===== src/design/bca_pkg.sv =====
`timescale 1ns / 1ps
// ----------------------------------------------------------------------------
// bca_pkg: shared types and constants
// Calibration word set, compensation-to-lookup word and fixed constants of the
// barometric compensation and altitude lookup block.
// ----------------------------------------------------------------------------
package bca_pkg;

  // Calibration register indexes
  localparam logic [2:0] CfgSens      = 3'd0;
  localparam logic [2:0] CfgOff       = 3'd1;
  localparam logic [2:0] CfgSensTemp  = 3'd2;
  localparam logic [2:0] CfgOffTemp   = 3'd3;
  localparam logic [2:0] CfgRefTemp   = 3'd4;
  localparam logic [2:0] CfgTempSlope = 3'd5;

  // Temperature offset, hundredths of a degree
  localparam logic signed [18:0] TempBase = 19'sd2000;
  // Pressure clamp ceiling for the lookup, in pascals
  localparam logic signed [25:0] PressMax      = 26'sd120000;
  localparam logic        [16:0] PressMaxIndex = 17'd120000;

  // Six calibration words
  typedef struct packed {
    logic [15:0] c1;
    logic [15:0] c2;
    logic [15:0] c3;
    logic [15:0] c4;
    logic [15:0] c5;
    logic [15:0] c6;
  } coeff_t;

  // Word handed from the compensation pipe to the lookup pipe
  typedef struct packed {
    logic               func;
    logic        [5:0]  entry_index;
    logic signed [20:0] entry_altitude;
    logic signed [18:0] temperature;
    logic signed [25:0] pressure;
  } link_word_t;

endpackage


===== src/design/bca_if.sv =====


interface bca_out_if;
  logic               valid;
  logic               ready;
  logic signed [18:0] temperature;
  logic signed [31:0] pressure;
  logic signed [20:0] altitude;

  modport source (output valid, temperature, pressure, altitude, input ready);
  modport sink   (input valid, temperature, pressure, altitude, output ready);
endinterface



===== src/design/bca_interp.sv =====
`timescale 1ns / 1ps
// ----------------------------------------------------------------------------
// bca_interp: altitude table and interpolation pipeline
// Clamps pressure, writes or reads the altitude table, then forms
// T0*S + (T1-T0)*f + S/2 over two more stages; the last is the output register.
// ----------------------------------------------------------------------------
module bca_interp #(
  parameter int FRAC_BITS   = 11,
  parameter int TABLE_DEPTH = 64
) (
  input  logic                clk_i,
  input  logic                rst_ni,
  input  logic                link_valid_i,
  output logic                link_ready_o,
  input  bca_pkg::link_word_t link_word_i,
  bca_out_if.source           result_o
);
  import bca_pkg::*;

  localparam int AddrW = (TABLE_DEPTH > 1) ? $clog2(TABLE_DEPTH) : 1;
  localparam int MulW  = FRAC_BITS + 23;
  localparam int AccW  = FRAC_BITS + 23;
  localparam logic signed [AccW-1:0] Half = AccW'(1 << (FRAC_BITS - 1));

  logic signed [20:0] mem_q [TABLE_DEPTH];

  logic                 en_a, en_b, en_c;
  logic                 va_q, vb_q, vc_q;
  logic        [16:0]   pc, idx0, idx1;
  logic                 ok0_d, ok1_d, ok0_q, ok1_q;
  logic        [AddrW-1:0] addr0, addr1, wr_addr;
  logic                 wr_en;
  logic signed [20:0]   rd0_q, rd1_q, t0, t1;
  logic [FRAC_BITS-1:0] frac_q;
  logic signed [18:0]   temp_a_q, temp_b_q, temp_c_q;
  logic signed [25:0]   press_a_q, press_b_q;
  logic signed [31:0]   press_c_q;
  logic signed [20:0]   t0_b_q;
  logic signed [21:0]   diff;
  logic signed [MulW-1:0] mul_q, mul_d;
  logic signed [AccW-1:0] acc_d;
  logic signed [20:0]   alt_d, alt_c_q;

  // Stall chain
  assign en_c         = !vc_q || result_o.ready;
  assign en_b         = !vb_q || en_c;
  assign en_a         = !va_q || en_b;
  assign link_ready_o = en_a;

  // Clamp and table indexes
  always_comb begin
    if (link_word_i.pressure < 0) begin
      pc = '0;
    end else if (link_word_i.pressure > PressMax) begin
      pc = PressMaxIndex;
    end else begin
      pc = 17'(link_word_i.pressure);
    end
    idx0  = pc >> FRAC_BITS;
    idx1  = idx0 + 17'd1;
    ok0_d = idx0 < 17'(TABLE_DEPTH);
    ok1_d = idx1 < 17'(TABLE_DEPTH);
    addr0 = idx0[AddrW-1:0];
    addr1 = idx1[AddrW-1:0];
  end

  // Load words write at the same hand-off where samples read
  assign wr_en   = en_a && link_valid_i && !link_word_i.func
                && (32'(link_word_i.entry_index) < 32'(TABLE_DEPTH));
  assign wr_addr = AddrW'(link_word_i.entry_index);

  always_ff @(posedge clk_i) begin
    if (wr_en) mem_q[wr_addr] <= link_word_i.entry_altitude;
    if (en_a) begin
      rd0_q <= mem_q[addr0];
      rd1_q <= mem_q[addr1];
    end
  end

  // Stage B: slope times fraction
  assign t0    = ok0_q ? rd0_q : '0;
  assign t1    = ok1_q ? rd1_q : '0;
  assign diff  = 22'(t1) - 22'(t0);
  assign mul_d = diff * $signed({1'b0, frac_q});

  // Stage C: base plus slope, rounded
  assign acc_d = (AccW'(t0_b_q) <<< FRAC_BITS) + AccW'(mul_q) + Half;
  assign alt_d = 21'(acc_d >>> FRAC_BITS);

  // Valid bits; load words leave the pipe here
  always_ff @(posedge clk_i or negedge rst_ni) begin
    if (!rst_ni) begin
      va_q <= 1'b0;
      vb_q <= 1'b0;
      vc_q <= 1'b0;
    end else begin
      if (en_a) va_q <= link_valid_i && link_word_i.func;
      if (en_b) vb_q <= va_q;
      if (en_c) vc_q <= vb_q;
    end
  end

  // Payload registers
  always_ff @(posedge clk_i) begin
    if (en_a) begin
      ok0_q     <= ok0_d;
      ok1_q     <= ok1_d;
      frac_q    <= pc[FRAC_BITS-1:0];
      temp_a_q  <= link_word_i.temperature;
      press_a_q <= link_word_i.pressure;
    end
    if (en_b) begin
      t0_b_q    <= t0;
      mul_q     <= mul_d;
      temp_b_q  <= temp_a_q;
      press_b_q <= press_a_q;
    end
    if (en_c) begin
      alt_c_q   <= alt_d;
      temp_c_q  <= temp_b_q;
      press_c_q <= 32'(press_b_q);
    end
  end

  assign result_o.valid       = vc_q;
  assign result_o.temperature = temp_c_q;
  assign result_o.pressure    = press_c_q;
  assign result_o.altitude    = alt_c_q;

  a_upper_in_range: assert property (@(posedge clk_i) disable iff (!rst_ni)
    va_q && ok1_q |-> ok0_q)
    else $error("upper table entry in range while lower is not");

  a_load_no_result: assert property (@(posedge clk_i) disable iff (!rst_ni)
    link_valid_i && link_ready_o && !link_word_i.func |=> !va_q)
    else $error("load word entered the lookup pipe");

  a_mid_holds: assert property (@(posedge clk_i) disable iff (!rst_ni)
    vb_q && !en_c |=> vb_q && $stable(mul_q))
    else $error("stalled word lost in interpolation stage");

endmodule


===== src/flat_wrapper.sv =====
// flat-port wrapper written by rule: the top's interface ports become plain ports
module bca_interp_flat import bca_pkg::*;
#(
  parameter int FRAC_BITS   = 11,
  parameter int TABLE_DEPTH = 64
)
  (clk_i, rst_ni, link_valid_i, link_ready_o, link_word_i, result_o_valid, result_o_temperature, result_o_pressure, result_o_altitude, result_o_ready);
  bca_out_if result_o_i ();
  input  logic clk_i;
  input  logic rst_ni;
  input  logic link_valid_i;
  output logic link_ready_o;
  input  bca_pkg::link_word_t link_word_i;
  output wire logic [$bits(result_o_i.valid)-1:0] result_o_valid;
  output wire logic [$bits(result_o_i.temperature)-1:0] result_o_temperature;
  output wire logic [$bits(result_o_i.pressure)-1:0] result_o_pressure;
  output wire logic [$bits(result_o_i.altitude)-1:0] result_o_altitude;
  input wire logic [$bits(result_o_i.ready)-1:0] result_o_ready;
  assign result_o_valid = result_o_i.valid;
  assign result_o_temperature = result_o_i.temperature;
  assign result_o_pressure = result_o_i.pressure;
  assign result_o_altitude = result_o_i.altitude;
  assign result_o_i.ready = result_o_ready;
  bca_interp #(.FRAC_BITS(FRAC_BITS), .TABLE_DEPTH(TABLE_DEPTH)) u_core (.clk_i(clk_i), .rst_ni(rst_ni), .link_valid_i(link_valid_i), .link_ready_o(link_ready_o), .link_word_i(link_word_i), .result_o(result_o_i));
endmodule

===== config.mk =====
export PLATFORM = sky130hd
export DESIGN_NAME = bca_interp_flat
export DESIGN_NICKNAME = d
export VERILOG_FILES = /design/src/design/bca_pkg.sv /design/src/design/bca_if.sv /design/src/design/bca_interp.sv /design/src/flat_wrapper.sv
export SDC_FILE = /design/constraint.sdc
export NUM_CORES = 2
export LEC_CHECK = 0
export BUFFER_PORTS_ARGS = -buffer_cell sky130_fd_sc_hd__buf_2
export CORE_MARGIN = 8
export CORE_UTILIZATION = 63
export CTS_CLUSTER_DIAMETER = 40
export DETAILED_ROUTE_END_ITERATION = 7
export PLACE_DENSITY = 0.8
export SYNTH_ARGS = -nofsm -noshare
export SYNTH_HDL_FRONTEND = slang
export SYNTH_SLANG_ARGS = --single-unit
export TNS_END_PERCENT = 20

===== constraint.sdc =====
create_clock -name clk_i -period 10.9 [get_ports clk_i]
set_input_delay 0.545 -clock clk_i [delete_from_list [all_inputs] [get_ports clk_i]]
set_output_delay 0.545 -clock clk_i [all_outputs]
set_load 0.005 [all_outputs]

==> impl_summary.log <==
INFO  metric run_status = finished, final reports clean
INFO  metric async_s_r_ff_share_synth = less than 1%
INFO  metric synth-main-ff-cell = sky130_fd_sc_hd__edfxtp_1
INFO  metric ys_top_cells_by_area = sky130_fd_sc_hd__edfxtp_1 60%, sky130_fd_sc_hd__mux4_2 17%, sky130_fd_sc_hd__fa_1 5.2%
INFO  metric place_congestion = 0.9598
INFO  metric synthDistinctLibCells = 67
INFO  metric drt_pre_antenna_iters = 6
INFO  metric synth_nets = 5,243
INFO  metric synth_sequential_area_ratio = 60.52%
INFO  metric terminus_of_the_critical_flop_to_flop_path = u_core.mul_q[31]
INFO  metric global_route.usage.met1 = 42.49%
INFO  metric share_clk_of_total_power = 40.0%
INFO  metric clkLatencyLatePin = 0.84 ns
INFO  metric rrSetupSlack = 1.89 ns
INFO  metric setup.worst_path.end_class = flip-flop
INFO  metric drt-vias-per-instance = 7.213
INFO  metric mapped_area = approximately 79,000 um^2
INFO  metric switching_share = between 20% and 30%
INFO  metric cts_h_tree_lvls = 4
INFO  metric holdCritPathClass = input port to flip-flop
INFO  metric worst-path-max-fanout = 21
INFO  metric finalMaxSlewViolations = 0
INFO  metric core = approximately 130,000 um^2
INFO  metric die_w = around 370 um
INFO  metric cts.sinks = 1,600
INFO  metric route.detailed.wl_per_inst = 33.27 um
INFO  metric crit_path_end = u_core.mul_q[31]
INFO  metric placementRows = 130
INFO  metric yosysTopAreaCellShare = 60.42%
INFO  metric net-switching-power = 0.003963 W
INFO  metric seqPwrFrac = 46.2%
INFO  metric timing.setup.critical_path_class = flip-flop to flip-flop
INFO  metric dieArea = 137,600 um^2
INFO  metric critical_path_depth = 32
INFO  metric postCtsSetupBuffers = 0
INFO  metric grt_pass1_vias = 49,540
INFO  metric setup-violations-final = 0
INFO  metric cell_internal_power_dissipation = about 0.011 W
INFO  metric dominant_cell_by_count_in_the_synthesized_netlist = sky130_fd_sc_hd__edfxtp_1
INFO  metric setup_total_negative_slack = 0 ns
INFO  metric critPathSlowestCell = sky130_fd_sc_hd__xnor2_1
INFO  metric floorplan.initialDensity = 63.29%
INFO  metric die-height = around 370 um
INFO  metric final-hold-violation-count = 0
INFO  metric global_route.usage.total = 32.98%
INFO  metric slowest_delay = approximately 0.83 ns
INFO  metric grt_setup_unrepaired = false
INFO  metric final.hold.worst_slack = between 0.08 and 0.09 ns
INFO  metric yosys_warnings = 0
INFO  metric grt_util_met2 = 48.84%
INFO  metric area_delta_synth_final = 11.92%
INFO  metric postSynthAreaPerCell = 16.36 um^2
INFO  metric timing.max_slew.rel_slack = 8.596%
INFO  metric fmax = 111.0 MHz
INFO  metric critical_path.most_common_cell = sky130_fd_sc_hd__fa_1
INFO  metric worstRegToRegCells = 32
INFO  metric powerDensity = between 150 and 200 nW/um^2
INFO  metric met3_usage_in_global_routing = 12.39%
INFO  metric clock-root-buffer = sky130_fd_sc_hd__clkbuf_16
INFO  metric netlist_top_cells_count = 1,597 x sky130_fd_sc_hd__edfxtp_1, 588 x sky130_fd_sc_hd__mux4_2, 548 x sky130_fd_sc_hd__nand2_1, 299 x sky130_fd_sc_hd__inv_1, 211 x sky130_fd_sc_hd__clkbuf_1
INFO  metric critical_path.startpoint = u_core.ok1_q
INFO  metric timing_worst_slew_pin_value = 1.359 ns
INFO  metric critical_path.reg2reg.startpoint = u_core.ok1_q
INFO  metric synth-edff-count = 1,597
INFO  metric tritoncts.num_buffers = 183
INFO  metric post-layout-total-power = 0.01543 W
INFO  metric clk_transition_reported_paths = roughly 0.06 ns
INFO  metric period_minus_slack = 9.010 ns
INFO  metric grt_first_pass_wirelength = 330,500 um
INFO  metric clock_tree_from_tritoncts = yes
INFO  metric synthesis.instances = 4,851
INFO  metric ant_nets = 0
INFO  metric layout.nets = 5,443
INFO  metric gr-max-usage-layer = met2
INFO  metric clock_skew_after_layout = approximately 0.047 ns
INFO  metric period_utilization = between 80 and 90%
INFO  metric grt_start_max_net_pins = 131
INFO  metric fraction_of_final_layout_cells_sized_beyond_drive_strength_1 = 24.39%
INFO  metric worst-path-buf-inv = 3
INFO  metric synth_area_leader_cell = sky130_fd_sc_hd__edfxtp_1
INFO  metric io_pins = roughly 150
INFO  metric ys_seq_elements = 1,600
INFO  metric fin_util = 70.83%
INFO  metric initialDrtViolationCount = 7,793
INFO  metric worst_setup_path_start_kind = flip-flop
INFO  metric comb_power_share = 13.8%
INFO  metric max_cap_violations = 0
INFO  metric final_critical_path_setup_slack = 1.890 ns
INFO  metric drt_drc_violations_left = 0
INFO  metric drt_wl_total = about 230,000 um
INFO  metric place_hpwl = 135,500 um
INFO  metric gr-total-overflow = 0
INFO  metric ctsLongestPathBuffers = 3
INFO  metric worst-endpoint-required = 11.44 ns
INFO  metric total_leakage_power = 31.14 nW
INFO  metric grt_antenna_before_repair = 16
INFO  metric dpl_worst_slack = 1.956 ns
INFO  metric peakVddDrop = 140.8 uV
INFO  metric detailroute.via_count = between 40,000 and 50,000
INFO  metric critPathArrivalTime = ~9.6 ns
INFO  metric number_of_i_o_port_buffers = 150
INFO  metric critical_path.top_delay_family = adder cells
-- cell type report --
cell class                      count  area [um^2]
Tap cell                         1650         2064
Antenna cell                       10        25.02
Inverter                          300         1131
Fill cell                        7357        36580
Sequential cell                  1600        48030
Clock buffer                      211         4810
Clock inverter                    125         1275
Timing Repair Buffer              332         2250
Multi-Input combinational cell   2634        29240
-- kinds of logic (layout without fill, tap and decap cells) --
kind of cell             count (synthesis)  count (layout)  share of synthesized area [%]
flip-flops                            1600            1600                          60.52
AND/OR/NAND/NOR                       1080            1080                          6.192
multiplexers                           725             725                          18.43
buffers and inverters                  617             968                          3.143
AO/OA/AOI/OAI                          448             448                          4.048
adder cells (fa/ha/maj)                315             315                          6.933
XOR/XNOR                                65              65                         0.7346
other                                    1              11                       0.004725
-- layout by cell type (no fill, tap or decap), types with 10 or more instances in the layout --
master	instances
sky130_fd_sc_hd__bufinv_16	17
sky130_fd_sc_hd__nor2_4	14
sky130_fd_sc_hd__nand3_1	143
sky130_fd_sc_hd__fa_1	208
sky130_fd_sc_hd__clkinv_4	11
sky130_fd_sc_hd__buf_2	150
sky130_fd_sc_hd__o22ai_1	128
sky130_fd_sc_hd__and3_1	26
sky130_fd_sc_hd__a21o_1	20
sky130_fd_sc_hd__buf_4	137
sky130_fd_sc_hd__a22o_1	21
sky130_fd_sc_hd__clkbuf_16	187
sky130_fd_sc_hd__inv_6	12
sky130_fd_sc_hd__mux4_2	588
sky130_fd_sc_hd__dlygate4sd3_1	43
sky130_fd_sc_hd__edfxtp_1	1597
sky130_fd_sc_hd__nor2_1	55
sky130_fd_sc_hd__nand2_1	546
sky130_fd_sc_hd__clkbuf_1	20
sky130_fd_sc_hd__clkinvlp_4	17
sky130_fd_sc_hd__nand2b_1	26
sky130_fd_sc_hd__a32oi_1	84
sky130_fd_sc_hd__a211oi_1	48
sky130_fd_sc_hd__inv_1	298
sky130_fd_sc_hd__o21a_1	11
sky130_fd_sc_hd__diode_2	10
sky130_fd_sc_hd__o21ai_0	15
sky130_fd_sc_hd__nor4_1	27
sky130_fd_sc_hd__nor2_2	56
sky130_fd_sc_hd__inv_8	10
sky130_fd_sc_hd__mux2i_1	128
sky130_fd_sc_hd__a22oi_1	42
sky130_fd_sc_hd__nand4_1	48
sky130_fd_sc_hd__a21oi_1	36
sky130_fd_sc_hd__clkinv_1	30
sky130_fd_sc_hd__ha_1	106
sky130_fd_sc_hd__clkinv_2	24
sky130_fd_sc_hd__nor2b_1	25
sky130_fd_sc_hd__and2_1	77
sky130_fd_sc_hd__xnor2_1	53
-- registers in the layout, indices dropped and copies added (netlist names), 11 cells and up --
register	cells
u_core.temp_b_q	19
u_core.rd0_q	21
u_core.temp_a_q	19
u_core.mem_q	1344
u_core.press_b_q	26
u_core.press_a_q	26
u_core.result_o.temperature	19
u_core.result_o.altitude	21
u_core.t0_b_q	21
u_core.result_o.pressure	26
u_core.mul_q	22
u_core.frac_q	11
u_core.rd1_q	21
-- repair_timing --
item	CTS	global route
endpoints found under the hold margin	42	0
hold buffers	43	0
gates resized for setup	0	0
-- per-stage QoR --
stage / cell area (um^2) / std cells
after floorplan: 79370 / 4851
after global placement: 82290 / 6473
after detailed placement: 82290 / 6473
after CTS: 88800 / 6852
after global routing: 88810 / 6853
final: 88830 / 6862
-- layer usage --
metal | up-vias | share of wire [%] | wire length (um)
li1 | 19480 | - | -
met2 | 4342 | 45 | 101800
met4 | 14 | 6.5 | 14730
met3 | 787 | 15 | 35260
met1 | 24870 | 33 | 76250
met5 | - | 0.10 | 236
-- worst min path at each step --
stage / start / endpoint / slack, ns / cells past startpoint
floorplan: rst_ni / u_core.result_o.valid / 0.25 / 0
global placement: rst_ni / u_core.result_o.valid / 0.34 / 1
detailed placement: rst_ni / u_core.result_o.valid / 0.34 / 1
global route: link_word_i[13] / u_core.press_a_q[13] / 0.05 / 1
finish: link_word_i[16] / u_core.press_a_q[16] / 0.09 / 1
CTS: link_word_i[13] / u_core.press_a_q[13] / 0.02 / 1
-- power by group through the flow --
| stage | sequential [W] | clock [W] | combinational (W) |
|---|---|---|---|
| final | 0.00713 | 0.00617 | 0.00212 |
| after global routing | 0.00715 | 0.00642 | 0.00233 |
| after CTS | 0.00713 | 0.00619 | 0.00209 |
| after detailed placement | 0.00726 | 0 | 0.00205 |
| after global placement | 0.00725 | 0 | 0.00199 |
| after floorplan | 0.00722 | 0 | 0.00140 |
No activity file was read; power rests on OpenSTA's default activity.
